--- src/rtl/rotated_sorted_array_search_defines.svh ---
// Assertion macros used by the rotated sorted array search back end.
`ifndef ROTATED_SORTED_ARRAY_SEARCH_DEFINES_SVH
`define ROTATED_SORTED_ARRAY_SEARCH_DEFINES_SVH

`ifndef SYNTH
// Property must hold at every clock edge outside reset.
`define RSAS_ASSERT(label, prop) \
  label: assert property (@(posedge clk_i) disable iff (!rst_ni) (prop)) \
    else $error("rsas assertion failed");
// Condition must never be true at a clock edge outside reset.
`define RSAS_ASSERT_NEVER(label, cond) \
  label: assert property (@(posedge clk_i) disable iff (!rst_ni) !(cond)) \
    else $error("rsas forbidden condition seen");
`else
`define RSAS_ASSERT(label, prop)
`define RSAS_ASSERT_NEVER(label, cond)
`endif

`endif

--- src/rtl/rsas_pkg.sv ---
// Types and constants shared by the rotated sorted array search block.
package rsas_pkg;

  // Widths fixed by the item format.
  localparam int unsigned DATA_W  = 32;
  localparam int unsigned INDEX_W = 10;

  // Values of the kind field of an input beat.
  localparam logic KIND_LOAD   = 1'b0;
  localparam logic KIND_SEARCH = 1'b1;

  // Command queue between the front and the back.
  localparam int unsigned CMD_QUEUE_DEPTH = 2;
  localparam int unsigned CMD_PTR_W       = 1;
  localparam int unsigned CMD_CNT_W       = 2;

  // One input beat.
  typedef struct packed {
    logic                     kind;
    logic                     restart;
    logic signed [DATA_W-1:0] element;
    logic signed [DATA_W-1:0] target;
  } in_item_t;

  // One result beat.
  typedef struct packed {
    logic               found;
    logic [INDEX_W-1:0] index;
  } out_item_t;

  // Command codes produced by the front.
  typedef enum logic [1:0] {
    OP_LOAD,
    OP_RESTART,
    OP_SEARCH
  } op_e;

  // Classified command handed to the back.
  typedef struct packed {
    op_e                      op;
    logic signed [DATA_W-1:0] operand;
  } cmd_t;

  // Command channel between the front and the back.
  typedef struct packed {
    logic valid;
    cmd_t cmd;
  } cmd_chan_t;

  // Back-end sequencer states.
  typedef enum logic [1:0] {
    ST_IDLE,
    ST_PROBE,
    ST_CHECK,
    ST_REPLY
  } state_e;

endpackage

--- src/rtl/rsas_front.sv ---
// Front end: accepts input beats, classifies them and queues the commands.
module rsas_front (
  input  logic               clk_i,
  input  logic               rst_ni,
  input  logic               push_i,
  input  rsas_pkg::in_item_t in_item_i,
  output logic               full_o,
  output rsas_pkg::cmd_chan_t cmd_o,
  input  logic               cmd_pop_i
);

  rsas_pkg::cmd_t                       entry_q [rsas_pkg::CMD_QUEUE_DEPTH];
  logic [rsas_pkg::CMD_PTR_W-1:0]       wr_ptr_q, wr_ptr_d;
  logic [rsas_pkg::CMD_PTR_W-1:0]       rd_ptr_q, rd_ptr_d;
  logic [rsas_pkg::CMD_CNT_W-1:0]       cnt_q, cnt_d;
  rsas_pkg::cmd_t                       cmd_new;
  logic                                 do_push, do_pop;

  // Classify the incoming beat into a command.
  always_comb begin
    cmd_new.operand = in_item_i.target;
    case (in_item_i.kind)
      rsas_pkg::KIND_LOAD: begin
        cmd_new.operand = in_item_i.element;
        cmd_new.op      = in_item_i.restart ? rsas_pkg::OP_RESTART : rsas_pkg::OP_LOAD;
      end
      default: begin
        cmd_new.op = rsas_pkg::OP_SEARCH;
      end
    endcase
  end

  assign full_o  = (cnt_q == rsas_pkg::CMD_CNT_W'(rsas_pkg::CMD_QUEUE_DEPTH));
  assign do_push = push_i && !full_o;
  assign do_pop  = cmd_pop_i && (cnt_q != '0);

  assign cmd_o.valid = (cnt_q != '0);
  assign cmd_o.cmd   = entry_q[rd_ptr_q];

  // Pointer and fill count update.
  always_comb begin
    wr_ptr_d = wr_ptr_q + (do_push ? rsas_pkg::CMD_PTR_W'(1) : '0);
    rd_ptr_d = rd_ptr_q + (do_pop ? rsas_pkg::CMD_PTR_W'(1) : '0);
    cnt_d    = cnt_q;
    if (do_push && !do_pop) begin
      cnt_d = cnt_q + rsas_pkg::CMD_CNT_W'(1);
    end else if (do_pop && !do_push) begin
      cnt_d = cnt_q - rsas_pkg::CMD_CNT_W'(1);
    end
  end

  always_ff @(posedge clk_i or negedge rst_ni) begin
    if (!rst_ni) begin
      wr_ptr_q <= '0;
      rd_ptr_q <= '0;
      cnt_q    <= '0;
    end else begin
      wr_ptr_q <= wr_ptr_d;
      rd_ptr_q <= rd_ptr_d;
      cnt_q    <= cnt_d;
    end
  end

  // Queue storage.
  always_ff @(posedge clk_i) begin
    if (do_push) begin
      entry_q[wr_ptr_q] <= cmd_new;
    end
  end

endmodule

--- config.mk ---
export PLATFORM = sky130hd
export DESIGN_NAME = rsas_front
export DESIGN_NICKNAME = d
export VERILOG_FILES = /design/src/rtl/rotated_sorted_array_search_defines.svh /design/src/rtl/rsas_pkg.sv /design/src/rtl/rsas_front.sv
export SDC_FILE = /design/constraint.sdc
export NUM_CORES = 1
export LEC_CHECK = 0
export BUFFER_PORTS_ARGS = -buffer_cell sky130_fd_sc_hd__buf_2
export CORE_ASPECT_RATIO = 0.75
export CORE_MARGIN = 10
export CORE_UTILIZATION = 45
export DETAILED_ROUTE_END_ITERATION = 12
export GPL_TIMING_DRIVEN = 0
export PLACE_DENSITY = 0.77
export SETUP_SLACK_MARGIN = 0.1
export SLEW_MARGIN = 20
export SYNTH_ARGS = -nofsm -noshare
export SYNTH_HDL_FRONTEND = slang
export SYNTH_SLANG_ARGS = --single-unit
--- constraint.sdc ---
create_clock -name clk_i -period 2.3 [get_ports clk_i]
set_input_delay 0.46 -clock clk_i [delete_from_list [all_inputs] [get_ports clk_i]]
set_output_delay 0.46 -clock clk_i [all_outputs]
set_load 0.05 [all_outputs]
==> results of run 1 <==
-- cells by family (layout without fill, tap and decap cells) --
| kind of cell | after synthesis | after routing | synth area share |
|---|---|---|---|
| adder cells (fa/ha/maj) | 3 | 3 | 0.0113 |
| AND/OR/NAND/NOR | 6 | 6 | 0.00976 |
| multiplexers | 66 | 66 | 0.288 |
| buffers and inverters | 10 | 134 | 0.0372 |
| flip-flops | 72 | 72 | 0.643 |
| XOR/XNOR | 4 | 4 | 0.0105 |
-- worst min path at each step --
stage,to,cells after the start
after floorplan,cnt_q[0],0
after global placement,cnt_q[0],1
after detailed placement,cnt_q[0],1
after CTS,entry_q[1][33],1
after global routing,entry_q[1][33],1
final,entry_q[1][33],1
-- layout by cell type (no fill, tap or decap), types with 2 or more instances in the layout --
cell type,synthesis,final
sky130_fd_sc_hd__clkbuf_8,0,9
sky130_fd_sc_hd__ha_2,0,2
sky130_fd_sc_hd__nor2b_1,3,2
sky130_fd_sc_hd__xor2_1,2,2
sky130_fd_sc_hd__bufinv_16,0,2
sky130_fd_sc_hd__buf_12,3,3
sky130_fd_sc_hd__edfxtp_1,68,68
sky130_fd_sc_hd__inv_1,2,2
sky130_fd_sc_hd__dfrtp_1,4,4
sky130_fd_sc_hd__xnor2_1,2,2
sky130_fd_sc_hd__buf_6,5,5
sky130_fd_sc_hd__buf_2,0,105
sky130_fd_sc_hd__mux2_4,58,58
sky130_fd_sc_hd__mux2_2,8,8
sky130_fd_sc_hd__clkinvlp_4,0,2
sky130_fd_sc_hd__buf_16,0,2
-- layout make-up --
cell class | instances | area [um^2]
Inverter | 2 | 7.51
Buffer | 8 | 116
Multi-Input combinational cell | 79 | 1070
Fill cell | 571 | 3000
Tap cell | 101 | 126
Sequential cell | 72 | 2140
Clock buffer | 10 | 128
Timing Repair Buffer | 108 | 591
Clock inverter | 6 | 83.8
-- power by group --
| group | internal (mW) | leakage [nW] | switching [mW] |
|---|---|---|---|
| clock network | 0.605 | 0.0999 | 0.440 |
| logic | 0.984 | 1.07 | 1.72 |
| registers | 1.81 | 0.679 | 0.0877 |
-- through the flow --
| stage | hold slack [ns] | worst slack [ns] | instances | total power [mW] |
|---|---|---|---|---|
| 2_1_floorplan | 0.164 | 0.151 | 161 | 4.06 |
| 3_5_place_dp | 0.271 | 0.426 | 369 | 4.67 |
| 4_1_cts | 0.312 | 0.258 | 386 | 5.74 |
| 6_report | 0.342 | 0.301 | 386 | 5.65 |
| 3_3_place_gp | 0.270 | -0.246 | 367 | 4.56 |
| 5_1_grt | 0.315 | 0.218 | 386 | 5.90 |
-- critical path: cells and delay by family, from the launching register on --
| kind | cells | cell delay, ns |
|---|---|---|
| buffers and inverters | 3 | 0.52 |
| DFF | 1 | 0.37 |
| muxes | 1 | 0.30 |
-- sequential cells by signal (all words and copies together) (netlist names) --
| name | count |
|---|---|
| entry_q | 68 |
| rd_ptr_q | 1 |
| wr_ptr_q | 1 |
| cnt_q | 2 |
-- layer usage --
layer | up-vias | GRT usage | part of all wire
li1 | 852 | - | -
met4 | 0 | 0.0491 | 0.018
met2 | 68 | 0.207 | 0.50
met1 | 876 | 0.135 | 0.41
met5 | - | 0 | 0
met3 | 10 | 0.0501 | 0.068
==> qor.tcl, run 1 <==
set qor(synth_area_per_cell_um2) 20.7
set qor(final.setup.tns_ns) 0
set qor(final_design_area_no_fill_um2) 4270
set qor(antenna_found_initial) 0
set qor(path_cells) {buf_6 > buf_12 > mux2_4 > buf_2}
set qor(rrSetupSlack_ns) 0.46
set qor(post_route_cells_drive_above_1_share) 0.695
set qor(netlist_instances) 161
set qor(ir_drop_v) 0.000731
set qor(post-route-util) 0.588
set qor(cts-hold-fix-buffers) 1
set qor(crit_path_max_incr_delay_ns) 0.37
set qor(post-synth-top-count-cell) {sky130_fd_sc_hd__edfxtp_1}
set qor(most_used_flip_flop_cell_after_synthesis) {sky130_fd_sc_hd__edfxtp_1}
set qor(worst_r2r_path_depth) 4
set qor(powerDensity_nw_per_um2) 1320
set qor(seq_area_frac_synth) 0.643
set qor(timing.hold.worst.class) {input pin to flip-flop}
set qor(total_wirelength_of_the_detailed_routed_design_um) 6780
set qor(end_kind) {output port}
set qor(place_congestion) 0.703
set qor(mappedNetlistArea_um2) 3330
set qor(drt-wirelength-per-cell_um) 17.6
set qor(place.detailed.hpwl_um) 5080
set qor(crit_path_end) {cmd_o[30]}
set qor(number_of_buffers_added_for_setup_after_cts) 0
set qor(layout_area_growth_over_synthesis_pct) 28.1
set qor(grt_use_total) 0.122
set qor(placement.io_buffers) 105
set qor(detailedRoute.firstIterationViolations) 103
set qor(cts_resized) 0
set qor(count_of_unique_library_cells_instantiated_by_yosys) 14
set qor(fmaxAchievable_mhz) 500
set qor(die-area_um2) 11300
set qor(min-delay-start) {in_item_i[65]}
set qor(finalHoldViolations) 0
set qor(core_um2) 7260
set qor(worst_clock_skew_ns) 0.00675
set qor(grt_max_degree) 24
set qor(rsz0062_at_grt) {no}
set qor(synthArstFlopShare) 0.0556
set qor(cts_made_buffers) 9
set qor(critPathLaunch) {rd_ptr_q}
set qor(core.rowCount) 27
set qor(floorplan.initialDensity) 0.459
set qor(path_clk_slew_ns) 0.07
set qor(worst-slew-pin-transition_ns) 0.386
set qor(netlist_top_cells_area) {sky130_fd_sc_hd__edfxtp_1 61%, sky130_fd_sc_hd__mux2_4 26%, sky130_fd_sc_hd__dfrtp_1 3.0%}
set qor(cts.path.max_buffers) 2
set qor(outcome) {complete, no violations}
set qor(drt_first_pass_iters) 4
set qor(slowest_cp_cell) {sky130_fd_sc_hd__dfrtp_1}
set qor(synth_enable_flop_cells) 68
set qor(worst_setup_path_category) {flip-flop to output port}
set qor(die_height_um) 94.5
set qor(first_pass_grt_wire_length_um) 10600
set qor(ys_ff_latch) 72
set qor(overflow) 0
set qor(postSynthNetCount) 234
set qor(clock_sinks) 72
set qor(tritoncts) {yes}
set qor(htreeDepth) 3
set qor(max-slew-margin-rel) 0.743
set qor(finalNetCount) 353
set qor(pin_count) 106
set qor(yosys.area.top_type) {sky130_fd_sc_hd__edfxtp_1}
set qor(critical_path.max_fanout) 10
set qor(setup_viol) 0
set qor(timing.final.crit_share) 0.869
set qor(critPathArrivalTime_ns) 1.54
set qor(min_period_ns) 2.00
set qor(drv_slew) 0
set qor(drt.antenna.violating_nets) 0
set qor(worst_skew_pair.late_latency_ns) 0.34
set qor(drc_errors) 0
set qor(grt_pass1_vias) 2081
set qor(synth_warnings) 0
set qor(total_leakage_power_nw) 1.85
set qor(cp-start-kind) {flip-flop}
set qor(netlist.area_leader.share) 0.613
set qor(dpl_cell_area_um2) 4050
set qor(worstPathRequired_ns) 1.84
set qor(vias) 1806
set qor(die-width_um) 119
set qor(maxCapViolations) 0
set qor(clock-root-buffer) {sky130_fd_sc_hd__clkbuf_8}
set qor(crit-reg2reg-capture) {entry_q[0][33]}
set qor(synth_common_cells) {68 x sky130_fd_sc_hd__edfxtp_1, 58 x sky130_fd_sc_hd__mux2_4, 8 x sky130_fd_sc_hd__mux2_2}
set qor(drt-vias-per-instance) 4.68
set qor(r2r-start) {cnt_q[1]}
set qor(antenna_cells_inserted) 0
Power figures use the tool's default switching activity.
==> run 2: changes to the inputs <==
CELL_PAD_IN_SITES_DETAIL_PLACEMENT = 1   (was unset)
CELL_PAD_IN_SITES_GLOBAL_PLACEMENT = 1   (was unset)
CORE_UTILIZATION = 42   (was 45)
PLACE_DENSITY = 0.84   (was 0.77)
clock period = 1.9 ns   (was 2.3 ns; I/O delays follow)
==> run 2 against run 1 <==
  * Clock power increased by 21%
  * Hold slack worse by 0.079 ns
  * Utilization barely moved
  * Non-clock buffer count is 3 higher
  * Final cell count increased by 2.1%
  * Die area rose by 5.8%
  * Flip-flop and latch count unchanged
  * Sequential share of layout area decreased by 3.5 points
  * Total power grew 33%
  * Register-to-register slack worse by 0.11 ns
  * Wire length is 6.4% higher
  * First-iteration DRC count fell by 50%
  * Largest power group unchanged
  * Highest routed layer unchanged
==> qor.tcl, run 2 (synthesized netlist as in run 1, its figures left out) <==
set qor(path_cells) {buf_6 > buf_12 > mux2_4 > buf_8}
set qor(drt.antenna.violating_nets) 0
set qor(htreeDepth) 3
set qor(post_route_cells_drive_above_1_share) 0.698
set qor(clock_sinks) 72
set qor(fmaxAchievable_mhz) 537
set qor(die-area_um2) 11900
set qor(total_leakage_power_nw) 1.95
set qor(drt_first_pass_iters) 4
set qor(antenna_found_initial) 0
set qor(power_frac_seq) 0.307
set qor(vias) 1823
set qor(mostFrequentLayoutCell) {sky130_fd_sc_hd__buf_2}
set qor(layout_area_growth_over_synthesis_pct) 37.7
set qor(p_total_mw) 7.52
set qor(die-width_um) 123
set qor(first_pass_grt_wire_length_um) 11100
set qor(min_period_ns) 1.86
set qor(crit_path_max_incr_delay_ns) 0.37
set qor(core_um2) 7810
set qor(pin_count) 106
set qor(drc_errors) 0
set qor(most_flops_register) {entry_q}
set qor(tritoncts) {yes}
set qor(path_clk_slew_ns) 0.07
set qor(cp-start-kind) {flip-flop}
set qor(place.detailed.hpwl_um) 5120
set qor(finalHoldViolations) 0
set qor(worst_skew_pair.late_latency_ns) 0.33
set qor(power_switching_share) 0.380
set qor(share_comb_of_total_power) 0.526
set qor(cts.path.max_buffers) 2
set qor(drt-vias-per-instance) 4.63
set qor(power_frac_clock) 0.167
set qor(mostFrequentLayoutCells) {71 x sky130_fd_sc_hd__buf_2, 68 x sky130_fd_sc_hd__edfxtp_1, 58 x sky130_fd_sc_hd__mux2_4}
set qor(powerDensity_nw_per_um2) 1640
set qor(placement.io_buffers) 105
set qor(max-slew-margin-rel) 0.827
set qor(min_path_cells) 1
set qor(worst-slew-pin-transition_ns) 0.258
set qor(place_congestion) 0.685
set qor(power.switching_mw) 2.86
set qor(die_height_um) 97.1
set qor(rsz0062_at_grt) {yes}
set qor(end_kind) {output port}
set qor(timing.final.crit_share) 0.981
set qor(grt_use_total) 0.122
set qor(maxCapViolations) 0
set qor(grt_pass1_vias) 2127
set qor(finalNetCount) 356
set qor(total_wirelength_of_the_detailed_routed_design_um) 7220
set qor(setup_viol) 0
set qor(clock-root-buffer) {sky130_fd_sc_hd__clkbuf_8}
set qor(internal_power_mw) 4.66
set qor(final_critical_path_setup_slack_ns) 0.0362
set qor(detailedRoute.firstIterationViolations) 51
set qor(floorplan.initialDensity) 0.426
set qor(worst_setup_path_category) {flip-flop to output port}
set qor(drv_slew) 0
set qor(critPathArrivalTime_ns) 1.48
set qor(timing.hold.worst.class) {input pin to flip-flop}
set qor(worstPathRequired_ns) 1.52
set qor(largest_register_ffs) 68
set qor(outcome) {complete, no violations}
set qor(worst_clock_skew_ns) 0.00919
set qor(overflow) 0
set qor(pre_cts_ws_ns) -0.195
set qor(worst_r2r_path_depth) 6
set qor(cts_made_buffers) 9
set qor(core.rowCount) 28
set qor(grt_max_degree) 18
set qor(drt-wirelength-per-cell_um) 18.3
set qor(layout_top_registers) {entry_q (68), cnt_q (2)}
set qor(slowest_cp_cell) {sky130_fd_sc_hd__dfrtp_1}
set qor(ir_drop_v) 0.00101
set qor(finalHoldWorstSlack_ns) 0.263
set qor(critical_path.max_fanout) 10
-- run 2: stage by stage --
stage / instance area [um^2] / std cells / utilization / setup TNS [ns]
4_1_cts: 4500 / 392 / 0.576 / 0
6_report: 4590 / 394 / 0.587 / 0
3_5_place_dp: 4000 / 371 / 0.512 / -11.79
5_1_grt: 4590 / 393 / 0.587 / -0.0798
3_3_place_gp: 4000 / 371 / 0.512 / -6.52
2_1_floorplan: 3340 / 161 / - / 0
-- run 2: worst paths after layout --
path                                from        endpoint  slack [ns]
setup / recovery                rd_ptr_q       cmd_o[13]        0.04
hold / removal             in_item_i[65]  entry_q[1][33]        0.26
setup reg to reg                cnt_q[1]        cnt_q[1]        0.35
hold reg to reg                 cnt_q[1]        cnt_q[1]        0.49
max in group asynchronous         rst_ni        cnt_q[0]        1.39
min in group asynchronous         rst_ni        cnt_q[1]        0.39
-- run 2: timing repair --
item                                    CTS  global route
resized for setup                        64            24
buffers inserted                          4             1
endpoints found under the hold margin     4             0
endpoints found under the setup margin  100            35
hold buffers                              1             0
-- run 2: worst max-delay path, delay by kind of cell, from the launching register on --
kind / cells / cell delay (ns)
muxes: 1 / 0.31
buffers and inverters: 3 / 0.45
DFF: 1 / 0.37
-- run 2: power groups by stage --
stage / clock network, mW / registers, mW / logic (mW)
6_report: 1.26 / 2.31 / 3.96
2_1_floorplan: 0 / 2.31 / 2.61
5_1_grt: 1.38 / 2.35 / 4.15
4_1_cts: 1.30 / 2.31 / 3.80
3_3_place_gp: 0 / 2.32 / 3.18
3_5_place_dp: 0 / 2.35 / 3.22
-- run 2: area by class of cell --
class                           count  area (um^2)
Clock buffer                        9          124
Clock inverter                      7         86.3
Tap cell                          105          131
Multi-Input combinational cell     79         1100
Antenna cell                        1         2.50
Fill cell                         708         3220
Buffer                              8          116
Inverter                            2         7.51
Timing Repair Buffer              111          882
Sequential cell                    72         2140
-- run 2: routing by layer --
layer  global-route usage  vias up  share of wire
li1                     -      865              -
met1                0.125      893           0.37
met2                0.218       59           0.54
met3               0.0610        6          0.087
met4               0.0271        0         0.0072
met5                    0        -              0
